--- config.mk ---
export PLATFORM = sky130hd
export DESIGN_NAME = clock_date_time_setter
export DESIGN_NICKNAME = d
export VERILOG_FILES = /design/src/rtl/cdts_pkg.sv /design/src/rtl/clock_date_time_setter.sv
export SDC_FILE = /design/constraint.sdc
export NUM_CORES = 1
export LEC_CHECK = 0
export BUFFER_PORTS_ARGS = -buffer_cell sky130_fd_sc_hd__buf_2
export CORE_MARGIN = 10
export CORE_UTILIZATION = 41
export CTS_CLUSTER_SIZE = 30
export DETAILED_ROUTE_END_ITERATION = 7
export GPL_TIMING_DRIVEN = 0
export MAX_ROUTING_LAYER = met4
export PLACE_DENSITY = 0.57
export SETUP_SLACK_MARGIN = 0.1
export SLEW_MARGIN = 25
export SYNTH_ARGS = -nofsm -noshare
export SYNTH_HDL_FRONTEND = slang
export SYNTH_SLANG_ARGS = --single-unit
export TNS_END_PERCENT = 20
--- constraint.sdc ---
create_clock -name clk -period 3.45 [get_ports clk]
set_input_delay 0.5175 -clock clk [delete_from_list [all_inputs] [get_ports clk]]
set_output_delay 0.5175 -clock clk [all_outputs]
set_load 0.05 [all_outputs]
--- src/rtl/cdts_pkg.sv ---
// ============================================================================
// cdts_pkg
// Types and constants shared by the date and time setting sequencer.
// ============================================================================
package cdts_pkg;

    // Button event codes carried in the func field of a request.
    localparam logic [1:0] FUNC_START = 2'd0;
    localparam logic [1:0] FUNC_INC   = 2'd1;
    localparam logic [1:0] FUNC_DEC   = 2'd2;
    localparam logic [1:0] FUNC_OK    = 2'd3;

    // Wrap limits of the edited fields.
    localparam logic [6:0] YEAR_MAX   = 7'd99;
    localparam logic [3:0] MONTH_MIN  = 4'd1;
    localparam logic [3:0] MONTH_MAX  = 4'd12;
    localparam logic [4:0] DAY_MIN    = 5'd1;
    localparam logic [4:0] HOUR_MAX   = 5'd23;
    localparam logic [5:0] MINUTE_MAX = 6'd59;
    localparam logic [3:0] FEBRUARY   = 4'd2;
    localparam logic [4:0] LEAP_FEB   = 5'd29;
    localparam logic [4:0] LONG_MONTH = 5'd31;

    typedef struct packed {
        logic [1:0] func;
        logic [6:0] load_year;
        logic [3:0] load_month;
        logic [4:0] load_day;
        logic [4:0] load_hour;
        logic [5:0] load_minute;
    } cdts_req_t;

    typedef struct packed {
        logic [2:0] stage;
        logic [6:0] shown_value;
        logic       done_res;
        logic [6:0] out_year;
        logic [3:0] out_month;
        logic [4:0] out_day;
        logic [4:0] out_hour;
        logic [5:0] out_minute;
    } cdts_rsp_t;

    // Length of a month, with February at 29 in years divisible by four.
    // A month code outside 1 to 12 gives 31.
    function automatic logic [4:0] month_len(input logic [3:0] month,
                                             input logic [6:0] year);
        logic [4:0] len;
        begin
            unique case (month)
                4'd2:                    len = 5'd28;
                4'd4, 4'd6, 4'd9, 4'd11: len = 5'd30;
                default:                 len = LONG_MONTH;
            endcase
            if (month == FEBRUARY && year[1:0] == 2'b00)
            begin
                len = LEAP_FEB;
            end
            return len;
        end
    endfunction

endpackage

--- src/rtl/clock_date_time_setter.sv ---
// ============================================================================
// clock_date_time_setter
// Steps through year, month, day, hour and minute on button events and
// reports the edited date and time after the final ok.
// ============================================================================
// A request accepted at a clock edge has its response registered at that edge.
// Throughput: one request per cycle; the response register takes a new value
// whenever it is empty or being drained in the same cycle.
// Reset: the sequencer returns to idle with year 0, month 1, day 1, hour 0,
// minute 0 and a month length of 31, and the response register is emptied.
module clock_date_time_setter
    import cdts_pkg::*;
(
    input  logic      clk,
    input  logic      rst_n,
    input  logic      req_valid,
    output logic      req_ready,
    input  cdts_req_t req,
    output logic      rsp_valid,
    input  logic      rsp_ready,
    output cdts_rsp_t rsp
);

    typedef enum logic [2:0] {
        ST_IDLE   = 3'd0,
        ST_YEAR   = 3'd1,
        ST_MONTH  = 3'd2,
        ST_DAY    = 3'd3,
        ST_HOUR   = 3'd4,
        ST_MINUTE = 3'd5
    } stage_t;

    stage_t     stage_reg, stage_next;
    logic [6:0] year_reg, year_next;
    logic [3:0] month_reg, month_next;
    logic [4:0] day_reg, day_next;
    logic [4:0] hour_reg, hour_next;
    logic [5:0] minute_reg, minute_next;
    logic [4:0] mlen_reg, mlen_next;
    logic       done_next;
    logic [6:0] shown_next;
    logic       rsp_valid_reg;
    cdts_rsp_t  rsp_reg;
    logic       accept;

    assign req_ready = !rsp_valid_reg || rsp_ready;
    assign accept    = req_valid && req_ready;
    assign rsp_valid = rsp_valid_reg;
    assign rsp       = rsp_reg;

    always_comb
    begin
        stage_next  = stage_reg;
        year_next   = year_reg;
        month_next  = month_reg;
        day_next    = day_reg;
        hour_next   = hour_reg;
        minute_next = minute_reg;
        mlen_next   = mlen_reg;
        done_next   = 1'b0;

        unique case (stage_reg)
            ST_YEAR, ST_MONTH, ST_DAY, ST_HOUR, ST_MINUTE:
            begin
                unique case (req.func)
                    FUNC_INC:
                    begin
                        unique case (stage_reg)
                            ST_YEAR:   year_next = (year_reg < YEAR_MAX) ?
                                                   year_reg + 7'd1 : 7'd0;
                            ST_MONTH:  month_next = (month_reg < MONTH_MAX) ?
                                                    month_reg + 4'd1 : MONTH_MIN;
                            ST_DAY:    day_next = (day_reg < mlen_reg) ?
                                                  day_reg + 5'd1 : DAY_MIN;
                            ST_HOUR:   hour_next = (hour_reg < HOUR_MAX) ?
                                                   hour_reg + 5'd1 : 5'd0;
                            default:   minute_next = (minute_reg < MINUTE_MAX) ?
                                                     minute_reg + 6'd1 : 6'd0;
                        endcase
                    end
                    FUNC_DEC:
                    begin
                        unique case (stage_reg)
                            ST_YEAR:   year_next = (year_reg > 7'd0) ?
                                                   year_reg - 7'd1 : YEAR_MAX;
                            ST_MONTH:  month_next = (month_reg > MONTH_MIN) ?
                                                    month_reg - 4'd1 : MONTH_MAX;
                            ST_DAY:    day_next = (day_reg > DAY_MIN) ?
                                                  day_reg - 5'd1 : mlen_reg;
                            ST_HOUR:   hour_next = (hour_reg > 5'd0) ?
                                                   hour_reg - 5'd1 : HOUR_MAX;
                            default:   minute_next = (minute_reg > 6'd0) ?
                                                     minute_reg - 6'd1 : MINUTE_MAX;
                        endcase
                    end
                    FUNC_OK:
                    begin
                        if (stage_reg == ST_MONTH)
                        begin
                            mlen_next = month_len(month_reg, year_reg);
                        end
                        if (stage_reg == ST_MINUTE)
                        begin
                            stage_next = ST_IDLE;
                            done_next  = 1'b1;
                        end
                        else
                        begin
                            stage_next = stage_t'(stage_reg + 3'd1);
                        end
                    end
                    default:
                    begin
                        // A start while editing changes nothing.
                    end
                endcase
            end
            default:
            begin
                stage_next = ST_IDLE;
                if (req.func == FUNC_START)
                begin
                    year_next   = req.load_year;
                    month_next  = req.load_month;
                    day_next    = req.load_day;
                    hour_next   = req.load_hour;
                    minute_next = req.load_minute;
                    stage_next  = ST_YEAR;
                end
            end
        endcase

        unique case (stage_next)
            ST_YEAR:   shown_next = year_next;
            ST_MONTH:  shown_next = {3'd0, month_next};
            ST_DAY:    shown_next = {2'd0, day_next};
            ST_HOUR:   shown_next = {2'd0, hour_next};
            ST_MINUTE: shown_next = {1'b0, minute_next};
            default:   shown_next = 7'd0;
        endcase
    end

    always_ff @(posedge clk or negedge rst_n)
    begin
        if (!rst_n)
        begin
            stage_reg     <= ST_IDLE;
            year_reg      <= 7'd0;
            month_reg     <= MONTH_MIN;
            day_reg       <= DAY_MIN;
            hour_reg      <= 5'd0;
            minute_reg    <= 6'd0;
            mlen_reg      <= LONG_MONTH;
            rsp_valid_reg <= 1'b0;
        end
        else
        begin
            if (accept)
            begin
                stage_reg  <= stage_next;
                year_reg   <= year_next;
                month_reg  <= month_next;
                day_reg    <= day_next;
                hour_reg   <= hour_next;
                minute_reg <= minute_next;
                mlen_reg   <= mlen_next;
            end
            if (accept)
            begin
                rsp_valid_reg <= 1'b1;
            end
            else if (rsp_ready)
            begin
                rsp_valid_reg <= 1'b0;
            end
        end
    end

    // The response register holds only payload and needs no reset.
    always_ff @(posedge clk)
    begin
        if (accept)
        begin
            rsp_reg <= '{stage:       stage_next,
                         shown_value: shown_next,
                         done_res:    done_next,
                         out_year:    year_next,
                         out_month:   month_next,
                         out_day:     day_next,
                         out_hour:    hour_next,
                         out_minute:  minute_next};
        end
    end

    // A completed setting always leaves the sequencer idle.
    a_done_idle: assert property (@(posedge clk) disable iff (!rst_n)
        rsp_valid && rsp.done_res |-> rsp.stage == ST_IDLE)
        else $error("done reported outside idle");

    // Nothing is shown while idle.
    a_idle_zero: assert property (@(posedge clk) disable iff (!rst_n)
        rsp_valid && rsp.stage == ST_IDLE |-> rsp.shown_value == 7'd0)
        else $error("nonzero value shown while idle");

    // A start accepted while idle enters year editing.
    a_start_year: assert property (@(posedge clk) disable iff (!rst_n)
        accept && stage_reg == ST_IDLE && req.func == FUNC_START
        |=> stage_reg == ST_YEAR && rsp_valid && rsp.stage == ST_YEAR)
        else $error("start did not enter year editing");

    // Ok on the minute produces a done response.
    a_minute_ok: assert property (@(posedge clk) disable iff (!rst_n)
        accept && stage_reg == ST_MINUTE && req.func == FUNC_OK
        |=> rsp_valid && rsp.done_res)
        else $error("final ok did not report done");

endmodule

**After elaboration in Yosys (flattened, before gate mapping)**

Index checks and enable logic that the tools add are counted.

- Bits of input ports: 33
- Register bits after elaboration: 74
- Logic and storage cells: 112

- Equal/unequal tests: 18
- Add/subtract/negate cells: 11
- Multiplexer cells: 45
- Reductions and logical operators: 12
- Order comparisons: 10

Operators by type and width:

| operator | number |
|---|---|
| 5-bit two-way mux | 13 |
| 7-bit two-way mux | 6 |
| 6-bit two-way mux | 6 |
| 7-bit case mux with 5 select lines | 1 |
| 4-bit two-way mux | 6 |
| 5-bit case mux with 2 select lines | 2 |
| 7-bit case mux with 2 select lines | 1 |
| 3-bit by 2-bit equality test with 1-bit output, second input constant | 4 |
| 3-bit equality test, second input constant | 4 |
| 6-bit case mux with 2 select lines | 1 |
| 5-bit by 1-bit adder with 5-bit output, second input constant | 2 |
| 5-bit by 1-bit > comparator with 1-bit output, second input constant | 2 |
| 5-bit by 1-bit subtractor with 5-bit output, second input constant | 2 |
| 3-bit two-way mux | 3 |
| 4-bit by 3-bit equality test with 1-bit output, second input constant | 2 |
| 4-bit equality test, second input constant | 2 |
| 4-bit case mux with 2 select lines | 1 |
| 4-bit OR reduction | 2 |
| 7-bit by 1-bit adder with 7-bit output, second input constant | 1 |
| 7-bit by 1-bit > comparator with 1-bit output, second input constant | 1 |
| 7-bit less-than comparator, second input constant | 1 |
| 7-bit by 1-bit subtractor with 7-bit output, second input constant | 1 |
| 6-bit by 1-bit adder with 6-bit output, second input constant | 1 |
| 3-bit by 1-bit equality test with 1-bit output, second input constant | 2 |
| 23 further kinds | 29 |

**Logic depth before layout (Yosys ltp)**

Gate-level depths: netlist of the first run.

- Depth after elaboration: 6
- Mapped depth: 11

**Worst setup path after synthesis of the first run**

No wires, ideal clock.

- Path type: reg-to-reg
- Start point: reg rsp_valid_reg, in the netlist rsp_valid
- End point: reg rsp_reg, in the netlist rsp[0] (enable)
- Slack: 0.454 ns
- Required time: 3.033 ns
- Cell stages (with the launch flop): 5
- Setup time: 0.417 ns
- Arrival: 2.579 ns
- Path through: dfrtp_1 > nand2b_1 > nand2_1 > inv_1 > clkbuf_1

- Word-level cells in the longest chain between the ends: 3

Ends and longest elaborated chain:

| element | RTL line | text |
|---|---|---|
| start, declared | clock_date_time_setter.sv:42 | `logic rsp_valid_reg;` |
| start signal, assigned | clock_date_time_setter.sv:154 | `rsp_valid_reg <= 1'b0;` |
| start signal, assigned | clock_date_time_setter.sv:170 | `rsp_valid_reg <= 1'b1;` |
| start signal, assigned | clock_date_time_setter.sv:174 | `rsp_valid_reg <= 1'b0;` |
| 1-bit logical NOT | clock_date_time_setter.sv:46 | `assign req_ready = !rsp_valid_reg \|\| rsp_ready;` |
| 1-bit logical OR | clock_date_time_setter.sv:46 |  |
| net req_ready | clock_date_time_setter.sv:17 | `output logic req_ready,` |
| 1-bit logical AND | clock_date_time_setter.sv:47 | `assign accept = req_valid && req_ready;` |
| net accept | clock_date_time_setter.sv:44 | `logic accept;` |
| end signal, assigned | clock_date_time_setter.sv:184 | `rsp_reg <= '{stage: stage_next,` |
| end, declared | clock_date_time_setter.sv:43 | `cdts_rsp_t rsp_reg;` |

The timed path passes the listed nets, and every way through them passes these cells.
A chain may end at the register's enable or synchronous reset.

**Worst setup path in the final report of the first run**

- Start point: reg stage_reg[0]
- End point: reg rsp_reg, in the netlist rsp[31] (data pin)

- Word-level cells in the longest chain between the ends: 6

Ends and longest elaborated chain:

| element | RTL line | text |
|---|---|---|
| start, declared | clock_date_time_setter.sv:33 | `stage_t stage_reg, stage_next;` |
| start signal, assigned | clock_date_time_setter.sv:160 | `stage_reg <= stage_next;` |
| 3-bit by 1-bit adder with 3-bit output, or another cell as far along | clock_date_time_setter.sv:109 | `stage_next = stage_t'(stage_reg + 3'd1);` |
| 3-bit two-way mux or 4-bit OR reduction (tied branches) | n/a |  |
| 3-bit two-way mux, or another cell as far along | clock_date_time_setter.sv:65 | `unique case (req.func)` |
| 3-bit two-way mux or 6-bit case mux with 2 select lines (tied branches) | clock_date_time_setter.sv:62, clock_date_time_setter.sv:65 |  |
| 3-bit equality test, or another cell as far along | clock_date_time_setter.sv:133 | `unique case (stage_next)` |
| 7-bit case mux with 5 select lines (*) | clock_date_time_setter.sv:133 |  |
| net shown_next[3] | clock_date_time_setter.sv:41 | `logic [6:0] shown_next;` |

The timed path passes the listed nets; every way through them passes the cells marked *.

==> results.json, run 1 <==
{
  "timing.critical_path.required_ps": 3530,
  "die-height_um": 137,
  "cts_max_level": 3,
  "setup.worst_path.class": "flip-flop to flip-flop",
  "die-area_um2": 18600,
  "power_leakage_nw": 2.67,
  "dr.first_iter.drc_count": 735,
  "area_delta_synth_final_pct": 15.9,
  "finalWeightedCongestion": 0.982,
  "synth.net_count": 691,
  "fin_crit_ps": 3330,
  "post-route-drc-count": 0,
  "worstRegToRegCells": 10,
  "wire_per_inst_um": 23.7,
  "commonest_cells_after_routing_fill_and_taps_aside": "sky130_fd_sc_hd__buf_2, sky130_fd_sc_hd__nand2_1, sky130_fd_sc_hd__nor2_1",
  "p_per_area_nw_per_um2": 992,
  "worstSkewPairLatency_ps": 350,
  "maxCapViolCount": 0,
  "crit_path_end_kind": "flip-flop",
  "synth_seq_cells": 71,
  "cts_setup_buffers": 0,
  "horizontal_extent_of_the_die_um": 137,
  "timing.setup.tns_ps": 0,
  "crit_path_max_fanout": 10,
  "numClockSinks": 71,
  "ant_nets": 0,
  "timing.final.setup_violations": 0,
  "setup.reg_to_reg.worst_slack_ps": 120,
  "layout.cells.most_common": "sky130_fd_sc_hd__buf_2",
  "yosys_most_used_dff": "sky130_fd_sc_hd__edfxtp_1",
  "cts.path.max_buffers": 2,
  "largest_register_ff_count": 38,
  "netlist-cell-type-count": 86,
  "grt_overall_usage_pct": 23.5,
  "dpl.hpwl_um": 15400,
  "clock_tree_root_buffer_cell": "sky130_fd_sc_hd__clkbuf_16",
  "detailroute.via_count": 5561,
  "async_reset_ff_share_pct": 46.5,
  "core_region_area_um2": 13300,
  "finalClockSkew_ps": 5.67,
  "grt_antenna_before_repair": 1,
  "fraction_of_final_layout_cells_sized_beyond_drive_strength_1_pct": 20.9,
  "syn_area_per_cell_um2": 8.73,
  "worst_slew_pin_slew_ps": 973,
  "tritoncts": "done",
  "met1_length_um": 9640,
  "timing.rr.start": "stage_reg[0]",
  "crit_arrival_ps": 3420,
  "grt_max_degree": 48,
  "maximum_vdd_drop_mv": 0.413,
  "quantity_of_hold_fixing_buffers_added_after_cts": 0,
  "dp_slack_ps": -62.8,
  "syn_inst": 638,
  "crit-reg2reg-capture": "rsp[31]",
  "num_rows": 42,
  "ys_seq_area_share_pct": 35.4,
  "vias_in_the_first_global_route": 5397,
  "rsz0062_at_grt": "yes",
  "drt_pass1_iterations": 6,
  "crit_path_start": "stage_reg[0]",
  "grt_first_pass_wirelength_um": 32500,
  "synthesis.area_um2": 5570,
  "met2WireLength_um": 9860,
  "outcome": "finished, final reports clean",
  "startpoint_type": "flip-flop",
  "drv_slew": 0,
  "crit_end": "rsp[31]",
  "port_buffers": 72,
  "grt_overflow": 0,
  "final_nets": 774,
  "final_clock_period_utilization_by_the_worst_path_pct": 96.7,
  "design.portCount": 73,
  "final_util_pct": 48.5,
  "timing.fmax_ghz": 0.300,
  "timing.final.ws_setup_ps": 115,
  "ys.warnings.count": 0,
  "cts_inserted_buffers": 9,
  "wl_um": 21400,
  "holdCritPathClass": "input pin to async pin",
  "dr.max_layer_used": "met4",
  "synth-edff-count": 38,
  "slew_headroom_pct": 35.2,
  "cts.reportedPaths.clkPinSlew_ps": 60,
  "met3RoutedLength_um": 1320,
  "viasPerCell": 6.16,
  "floorplan.initialDensity_pct": 41.9,
  "final_hold_viol_count": 0
}
-- where the power goes --
part           switching, mW  total (mW)  internal [mW]  leakage [nW]
Combinational           2.66        3.93           1.27          1.76
Clock                  0.381       0.905          0.524         0.136
Sequential             0.255        1.56           1.31         0.774
Total                   3.29        6.40           3.10          2.67
-- Yosys cell counts, types with 6 or more instances --
library cell | number | area [um2]
sky130_fd_sc_hd__a21o_1 | 13 | 97.6
sky130_fd_sc_hd__a21oi_1 | 35 | 175
sky130_fd_sc_hd__a31oi_1 | 16 | 100
sky130_fd_sc_hd__buf_2 | 14 | 70.1
sky130_fd_sc_hd__clkbuf_1 | 28 | 105
sky130_fd_sc_hd__dfrtp_1 | 29 | 726
sky130_fd_sc_hd__edfxtp_1 | 38 | 1140
sky130_fd_sc_hd__ha_1 | 20 | 250
sky130_fd_sc_hd__inv_1 | 37 | 139
sky130_fd_sc_hd__mux2_2 | 9 | 101
sky130_fd_sc_hd__mux2i_1 | 18 | 180
sky130_fd_sc_hd__nand2_1 | 66 | 248
sky130_fd_sc_hd__nand2b_1 | 13 | 81.3
sky130_fd_sc_hd__nand3_1 | 19 | 95.1
sky130_fd_sc_hd__nor2_1 | 47 | 176
sky130_fd_sc_hd__nor3_1 | 15 | 75.1
sky130_fd_sc_hd__o2111ai_1 | 6 | 52.6
sky130_fd_sc_hd__o211ai_1 | 9 | 67.6
sky130_fd_sc_hd__o21ai_0 | 39 | 195
sky130_fd_sc_hd__o21ai_1 | 6 | 30.0
sky130_fd_sc_hd__o22ai_1 | 8 | 50.1
sky130_fd_sc_hd__o31ai_1 | 11 | 82.6
sky130_fd_sc_hd__xnor2_1 | 6 | 52.6
-- worst min-delay path by stage --
stage,startpoint,cells past startpoint,end,slack [ps]
floorplan,rst_n,0,day_reg[1],220
CTS,rst_n,1,month_reg[1],340
finish,rst_n,1,month_reg[1],300
global placement,rsp_valid,2,rsp_valid,500
global route,req_valid,2,rsp_valid,380
detailed placement,mlen_reg[1],1,mlen_reg[1],530
-- area by class of cell --
type                            instances  area, um2
Tap cell                              176        220
Buffer                                 49        235
Inverter                               37        139
Clock inverter                          3       17.5
Sequential cell                        71       1970
Clock buffer                           13        260
Antenna cell                            1       2.50
Fill cell                            1312       6850
Multi-Input combinational cell        481       3240
Timing Repair Buffer                   72        360
-- logic make-up after synthesis --
kind of cell / share of synthesized area (%)
DFF: 35.4
buffers and inverters: 6.65
muxes: 5.06
xor gates and xnor gates: 1.57
and+or+nand+nor: 19.5
adders and majority gates: 4.50
AOI/OAI and AO/OA: 27.3
-- repair_timing --
item                                    CTS  global route
endpoints found under the hold margin     0             0
resized for setup                         1             3
endpoints found under the setup margin    2             3
-- per-layer routing --
layer / vias up / track usage, %
met5: - / -
met3: 34 / 2.82
met4: 0 / 9.82
met2: 234 / 35.4
li1: 2550 / -
met1: 2743 / 31.4
-- per-stage QoR --
stage | power, mW | instances | hold slack [ps] | cell area (um2)
finish | 6.40 | 903 | 297 | 6450
global placement | 5.42 | 886 | 503 | 6150
global route | 6.79 | 903 | 384 | 6450
floorplan | 4.33 | 638 | 222 | 5570
detailed placement | 5.42 | 886 | 525 | 6150
CTS | 6.34 | 902 | 341 | 6440
-- critical path, stage by stage, from the launching register on --
cell and delay (ps):
sky130_fd_sc_hd__dfrtp_1 330, sky130_fd_sc_hd__buf_6 140, sky130_fd_sc_hd__buf_4 190, sky130_fd_sc_hd__clkbuf_1 390, sky130_fd_sc_hd__and2_1 200, sky130_fd_sc_hd__ha_1 300
sky130_fd_sc_hd__nor2b_2 140, sky130_fd_sc_hd__and3_1 210, sky130_fd_sc_hd__a221oi_1 610, sky130_fd_sc_hd__a2bb2oi_1 390, sky130_fd_sc_hd__nand3_1 160
Note: power is estimated with default switching activity, not from simulation.
==> run 2, diff against run 1 <==
--- a/config.mk
+++ b/config.mk
@@ -12,7 +12,7 @@
 export DETAILED_ROUTE_END_ITERATION = 7
 export GPL_TIMING_DRIVEN = 0
 export MAX_ROUTING_LAYER = met4
-export PLACE_DENSITY = 0.57
+export PLACE_DENSITY_LB_ADDON = 0.25
 export SETUP_SLACK_MARGIN = 0.1
 export SLEW_MARGIN = 25
 export SYNTH_ARGS = -nofsm -noshare
==> results.json, run 2 (same netlist as run 1, synthesis figures left out) <==
{
  "wl_um": 20800,
  "wire_per_inst_um": 23.1,
  "finalClockSkew_ps": 6.40,
  "die-height_um": 137,
  "setup.worst_path.class": "flip-flop to flip-flop",
  "port_buffers": 72,
  "drt_pass1_iterations": 6,
  "grt_overall_usage_pct": 23.0,
  "timing.final.ws_setup_ps": 278,
  "detailroute.via_count": 5606,
  "design.portCount": 73,
  "area_delta_synth_final_pct": 16.3,
  "p_per_area_nw_per_um2": 996,
  "outcome": "finished, final reports clean",
  "timing.final.setup_violations": 0,
  "floorplan.initialDensity_pct": 41.9,
  "grt_first_pass_wirelength_um": 31900,
  "worstRegToRegCells": 11,
  "slowest_stage": "sky130_fd_sc_hd__dfrtp_1",
  "worst_slew_pin_slew_ps": 995,
  "post-route-drc-count": 0,
  "worstSkewPairLatency_ps": 350,
  "finalInstanceArea_um2": 6470,
  "tritoncts": "done",
  "crit_path_max_fanout": 10,
  "power_leakage_nw": 2.68,
  "timing.critical_path.required_ps": 3530,
  "dpl.cell_count": 886,
  "clock_tree_root_buffer_cell": "sky130_fd_sc_hd__clkbuf_16",
  "horizontal_extent_of_the_die_um": 137,
  "slew_headroom_pct": 33.7,
  "maximum_vdd_drop_mv": 0.350,
  "startpoint_type": "flip-flop",
  "final-instance-count-excl-fill": 902,
  "dpl.hpwl_um": 15000,
  "crit_path_end_kind": "flip-flop",
  "largest_register_ff_count": 38,
  "grt_max_degree": 48,
  "core_region_area_um2": 13300,
  "final_util_pct": 48.7,
  "fillers": 1314,
  "dp_slack_ps": -15.4,
  "grt_overflow": 0,
  "final_hold_viol_count": 0,
  "final_nets": 774,
  "placedInstanceArea_um2": 6150,
  "num_rows": 42,
  "layout.cells.most_common": "sky130_fd_sc_hd__buf_2",
  "timing.setup.tns_ps": 0,
  "numClockSinks": 71,
  "total_power_mw": 6.45,
  "inserted_diodes": 0,
  "cts_max_level": 3,
  "grt_antenna_before_repair": 0,
  "crit_chain": "buf_6 -> buf_4 -> clkbuf_1 -> and2_1 -> ha_1 -> nor2b_2 -> nor3b_1 -> o31ai_1 -> a22oi_2 -> o22ai_1 -> or3_1",
  "final_clock_period_utilization_by_the_worst_path_pct": 91.9,
  "viasPerCell": 6.22,
  "ant_nets": 0,
  "regArea_um2": 1970,
  "critical-path-max-stage-delay_ps": 370,
  "fraction_of_final_layout_cells_sized_beyond_drive_strength_1_pct": 21.3,
  "die-area_um2": 18600,
  "cts.reportedPaths.clkPinSlew_ps": 60,
  "cts_setup_buffers": 0,
  "vias_in_the_first_global_route": 5361,
  "commonest_cells_after_routing_fill_and_taps_aside": "sky130_fd_sc_hd__buf_2, sky130_fd_sc_hd__nand2_1, sky130_fd_sc_hd__nor2_1",
  "holdCritPathClass": "input pin to async pin",
  "finalWeightedCongestion": 1.02,
  "cts_inserted_buffers": 9,
  "fin_crit_ps": 3170,
  "cts.path.max_buffers": 2,
  "crit_arrival_ps": 3250,
  "dr.first_iter.drc_count": 693,
  "maxCapViolCount": 0,
  "timing.fmax_ghz": 0.315,
  "quantity_of_hold_fixing_buffers_added_after_cts": 0,
  "rsz0062_at_grt": "yes",
  "multi_input_comb_area_um2": 3250,
  "hold_ws_ps": 306,
  "drv_slew": 0
}
## run 2: critical path, delay by kind of cell, from the launching register on
family	cells	cell delay, ps
fa+ha+maj	1	280
flops	1	370
simple gates	4	1150
compound gates	3	540
buf+inv	3	560
## run 2: timing repair
action / in CTS / in global routing
setup endpoints to repair: 1 / 4
cloned: 0 / 0
pin swaps: 0 / 0
gates resized for setup: 1 / 4
## run 2: worst paths after layout
path	startpoint	endpoint	slack, ps
worst min register to register	rsp_valid	rsp_valid	530
min in group clk	req_valid	rsp_valid	370
worst min-delay path	rst_n	hour_reg[1]	310
max in group asynchronous	rst_n	year_reg[1]	2580
worst max-delay path	stage_reg[0]	rsp[29]	280
worst max register to register	stage_reg[0]	rsp[29]	280
## run 2: layout make-up
| class | count | area share [%] |
|---|---|---|
| Buffer | 49 | 3.63 |
| Clock buffer | 10 | 3.69 |
| Clock inverter | 6 | 0.928 |
| Inverter | 37 | 2.14 |
| Multi-Input combinational cell | 481 | 50.2 |
| Sequential cell | 71 | 30.5 |
| Tap cell | 176 | 3.40 |
| Timing Repair Buffer | 72 | 5.57 |
## run 2: power by group
part           total [mW]  leakage [nW]  internal [mW]  switching [mW]
clock network       0.954         0.144          0.575           0.379
logic                3.95          1.76           1.28            2.67
registers            1.55         0.774           1.31           0.244
total                6.45          2.68           3.16            3.29
## run 2: metal layers
layer	global-route usage, %	wire (um)	part of all wire, %	vias to the layer above
li1	-	-	-	2555
met1	31.3	9760	47	2756
met2	33.8	9240	44	261
met3	2.79	1280	6.1	34
met4	9.53	528	2.5	0
met5	-	0	0	-
==> run 3, diff against run 2 <==
--- a/config.mk
+++ b/config.mk
@@ -5,6 +5,7 @@
 export SDC_FILE = /design/constraint.sdc
 export NUM_CORES = 1
 export LEC_CHECK = 0
+export ABC_AREA = 1
 export BUFFER_PORTS_ARGS = -buffer_cell sky130_fd_sc_hd__buf_2
 export CORE_MARGIN = 10
 export CORE_UTILIZATION = 41
==> results.json, run 3 <==
{
  "final_clock_period_utilization_by_the_worst_path_pct": 76.8,
  "worst_slew_pin_slew_ps": 954,
  "final_util_pct": 49.3,
  "wl_um": 18400,
  "largest_register_ff_count": 38,
  "cts_inserted_buffers": 9,
  "die-area_um2": 18200,
  "fillers": 1337,
  "die-height_um": 135,
  "ys.warnings.count": 0,
  "syn_inst": 782,
  "detailroute.via_count": 5588,
  "grt_max_degree": 48,
  "finalWeightedCongestion": 0.961,
  "outcome": "finished, final reports clean",
  "synth_area_leader_cell": "sky130_fd_sc_hd__edfxtp_1",
  "cts.path.max_buffers": 2,
  "synthMostInstantiatedCell": "sky130_fd_sc_hd__nand2_1",
  "dr.first_iter.drc_count": 605,
  "design.portCount": 73,
  "ant_nets": 0,
  "drv_slew": 0,
  "cts_setup_buffers": 0,
  "timing.final.ws_setup_ps": 802,
  "netlist_top_cells_count": "sky130_fd_sc_hd__nand2_1, sky130_fd_sc_hd__inv_1, sky130_fd_sc_hd__nand3_1",
  "maximum_vdd_drop_mv": 0.473,
  "wire_per_inst_um": 17.6,
  "finalInstanceArea_um2": 6290,
  "tritoncts": "done",
  "holdCritPathClass": "input pin to async pin",
  "post-route-drc-count": 0,
  "crit_arrival_ps": 2720,
  "startpoint_type": "input pin",
  "placedInstanceArea_um2": 5980,
  "critical-path-max-stage-delay_ps": 320,
  "grt_overflow": 0,
  "grt_antenna_before_repair": 0,
  "synthesis.area_um2": 5400,
  "final_hold_viol_count": 0,
  "synth-edff-count": 38,
  "floorplan.initialDensity_pct": 42.3,
  "vias_in_the_first_global_route": 5377,
  "synth.net_count": 835,
  "fin_crit_ps": 2650,
  "viasPerCell": 5.36,
  "timing.fmax_ghz": 0.378,
  "ys_seq_area_share_pct": 36.5,
  "horizontal_extent_of_the_die_um": 135,
  "inserted_diodes": 0,
  "setup.worst_path.class": "input pin to flip-flop",
  "slowest_stage": "sky130_fd_sc_hd__inv_1",
  "dpl.hpwl_um": 13400,
  "cell_types_with_the_largest_area_share_after_synthesis": "sky130_fd_sc_hd__edfxtp_1, sky130_fd_sc_hd__nand2_1, sky130_fd_sc_hd__dfrtp_1",
  "synth_seq_cells": 71,
  "crit_chain": "buf_2 -> inv_1 -> ha_1 -> buf_2 -> inv_1 -> nand3_1 -> nand2_1 -> o21ai_0 -> inv_1 -> nand2_1 -> nand2_1 -> nor2_1 -> nor2_1 -> nand3_1",
  "slew_headroom_pct": 36.4,
  "num_rows": 41,
  "timing.final.setup_violations": 0,
  "crit_path_end_kind": "flip-flop",
  "timing.critical_path.required_ps": 3520,
  "quantity_of_hold_fixing_buffers_added_after_cts": 0,
  "timing.setup.tns_ps": 0,
  "rsz0062_at_grt": "no",
  "final_nets": 918,
  "netlist-cell-type-count": 43,
  "crit_path_max_fanout": 9,
  "maxCapViolCount": 0,
  "total_power_mw": 6.48,
  "async_reset_ff_share_pct": 46.5,
  "numClockSinks": 71,
  "area_delta_synth_final_pct": 16.5,
  "grt_first_pass_wirelength_um": 29700,
  "finalClockSkew_ps": 5.80,
  "clock_tree_root_buffer_cell": "sky130_fd_sc_hd__clkbuf_16",
  "drt_pass1_iterations": 5,
  "core_region_area_um2": 12800,
  "synthDominantCellAreaShare_pct": 21.1,
  "cts.reportedPaths.clkPinSlew_ps": 60,
  "dp_slack_ps": 534,
  "yosys_most_used_dff": "sky130_fd_sc_hd__edfxtp_1",
  "syn_area_per_cell_um2": 6.91,
  "cts_max_level": 3,
  "worstSkewPairLatency_ps": 350,
  "p_per_area_nw_per_um2": 1030,
  "grt_overall_usage_pct": 21.2,
  "commonest_cells_after_routing_fill_and_taps_aside": "sky130_fd_sc_hd__nand2_1, sky130_fd_sc_hd__buf_2, sky130_fd_sc_hd__inv_1",
  "cts_resized": 0,
  "port_buffers": 72,
  "layout.cells.most_common": "sky130_fd_sc_hd__nand2_1",
  "power_leakage_nw": 3.04,
  "fraction_of_final_layout_cells_sized_beyond_drive_strength_1_pct": 16.0
}
-- run 3: changes by cell type in the layout (fill, tap and decap cells not counted), sizes merged, moves of 11 or more --
| cell | previous run | this run |
|---|---|---|
| nand2 | 68 | 303 |
| nand3 | 20 | 66 |
| inv | 37 | 77 |
| o21ai | 46 | 75 |
| mux2i | 18 | 0 |
| a31oi | 16 | 1 |
| a21o | 13 | 0 |
| clkbuf | 38 | 25 |
| nand2b | 13 | 0 |
| nor3 | 18 | 7 |
| o31ai | 11 | 0 |
-- run 3: final cells by class --
type	count	area, um2	area share, %
Timing Repair Buffer	72	360	5.72
Clock buffer	9	225	3.58
Inverter	77	294	4.67
Clock inverter	7	87.6	1.39
Buffer	32	174	2.76
Tap cell	172	215	3.42
Multi-Input combinational cell	602	2970	47.1
Sequential cell	71	1970	31.3
-- run 3: cell families (layout without fill, tap and decap cells) --
kind of cell / Yosys count / after routing / share of synthesized area (%)
compound gates: 126 / 126 / 13.2
fa+ha+maj: 20 / 20 / 4.63
xor+xnor: 9 / 9 / 1.46
simple gates: 447 / 447 / 35.6
flops: 71 / 71 / 36.5
buf+inv: 109 / 197 / 8.59
-- run 3: power by group --
| group | switching (mW) | internal [mW] | leakage [nW] |
|---|---|---|---|
| combinational | 2.79 | 1.12 | 2.10 |
| clock | 0.379 | 0.627 | 0.155 |
| sequential | 0.222 | 1.33 | 0.789 |
| total | 3.39 | 3.08 | 3.04 |
-- run 3: stage by stage --
step	hold slack, ps	cells
2_1_floorplan	222	782
3_3_place_gp	491	1026
3_5_place_dp	496	1026
4_1_cts	345	1042
5_1_grt	375	1042
6_report	322	1042
-- run 3: final timing paths --
| kind | to | start | slack [ps] | cells past startpoint |
|---|---|---|---|---|
| max | rsp[29] | req[28] | 800 | 14 |
| min | hour_reg[3] | rst_n | 320 | 1 |
| max reg2reg | rsp[26] | rsp_valid | 870 | 5 |
| min reg2reg | mlen_reg[1] | mlen_reg[1] | 510 | 2 |
| max in group asynchronous | minute_reg[0] | rst_n | 2540 | 1 |
| min in group clk | rsp_valid | rsp_ready | 450 | 4 |
-- run 3: layer usage --
layer / track usage [%] / routed length [um] / vias up
li1: - / - / 2723
met1: 28.4 / 8440 / 2589
met2: 31.3 / 8200 / 239
met3: 3.26 / 1280 / 37
met4: 8.71 / 465 / 0
met5: - / 0 / -
-- run 3: critical path, delay by kind of cell --
kind            cells  cell delay, ps
compound gates      1             100
buf+inv             5             750
fa+ha+maj           1             170
simple gates        7            1160
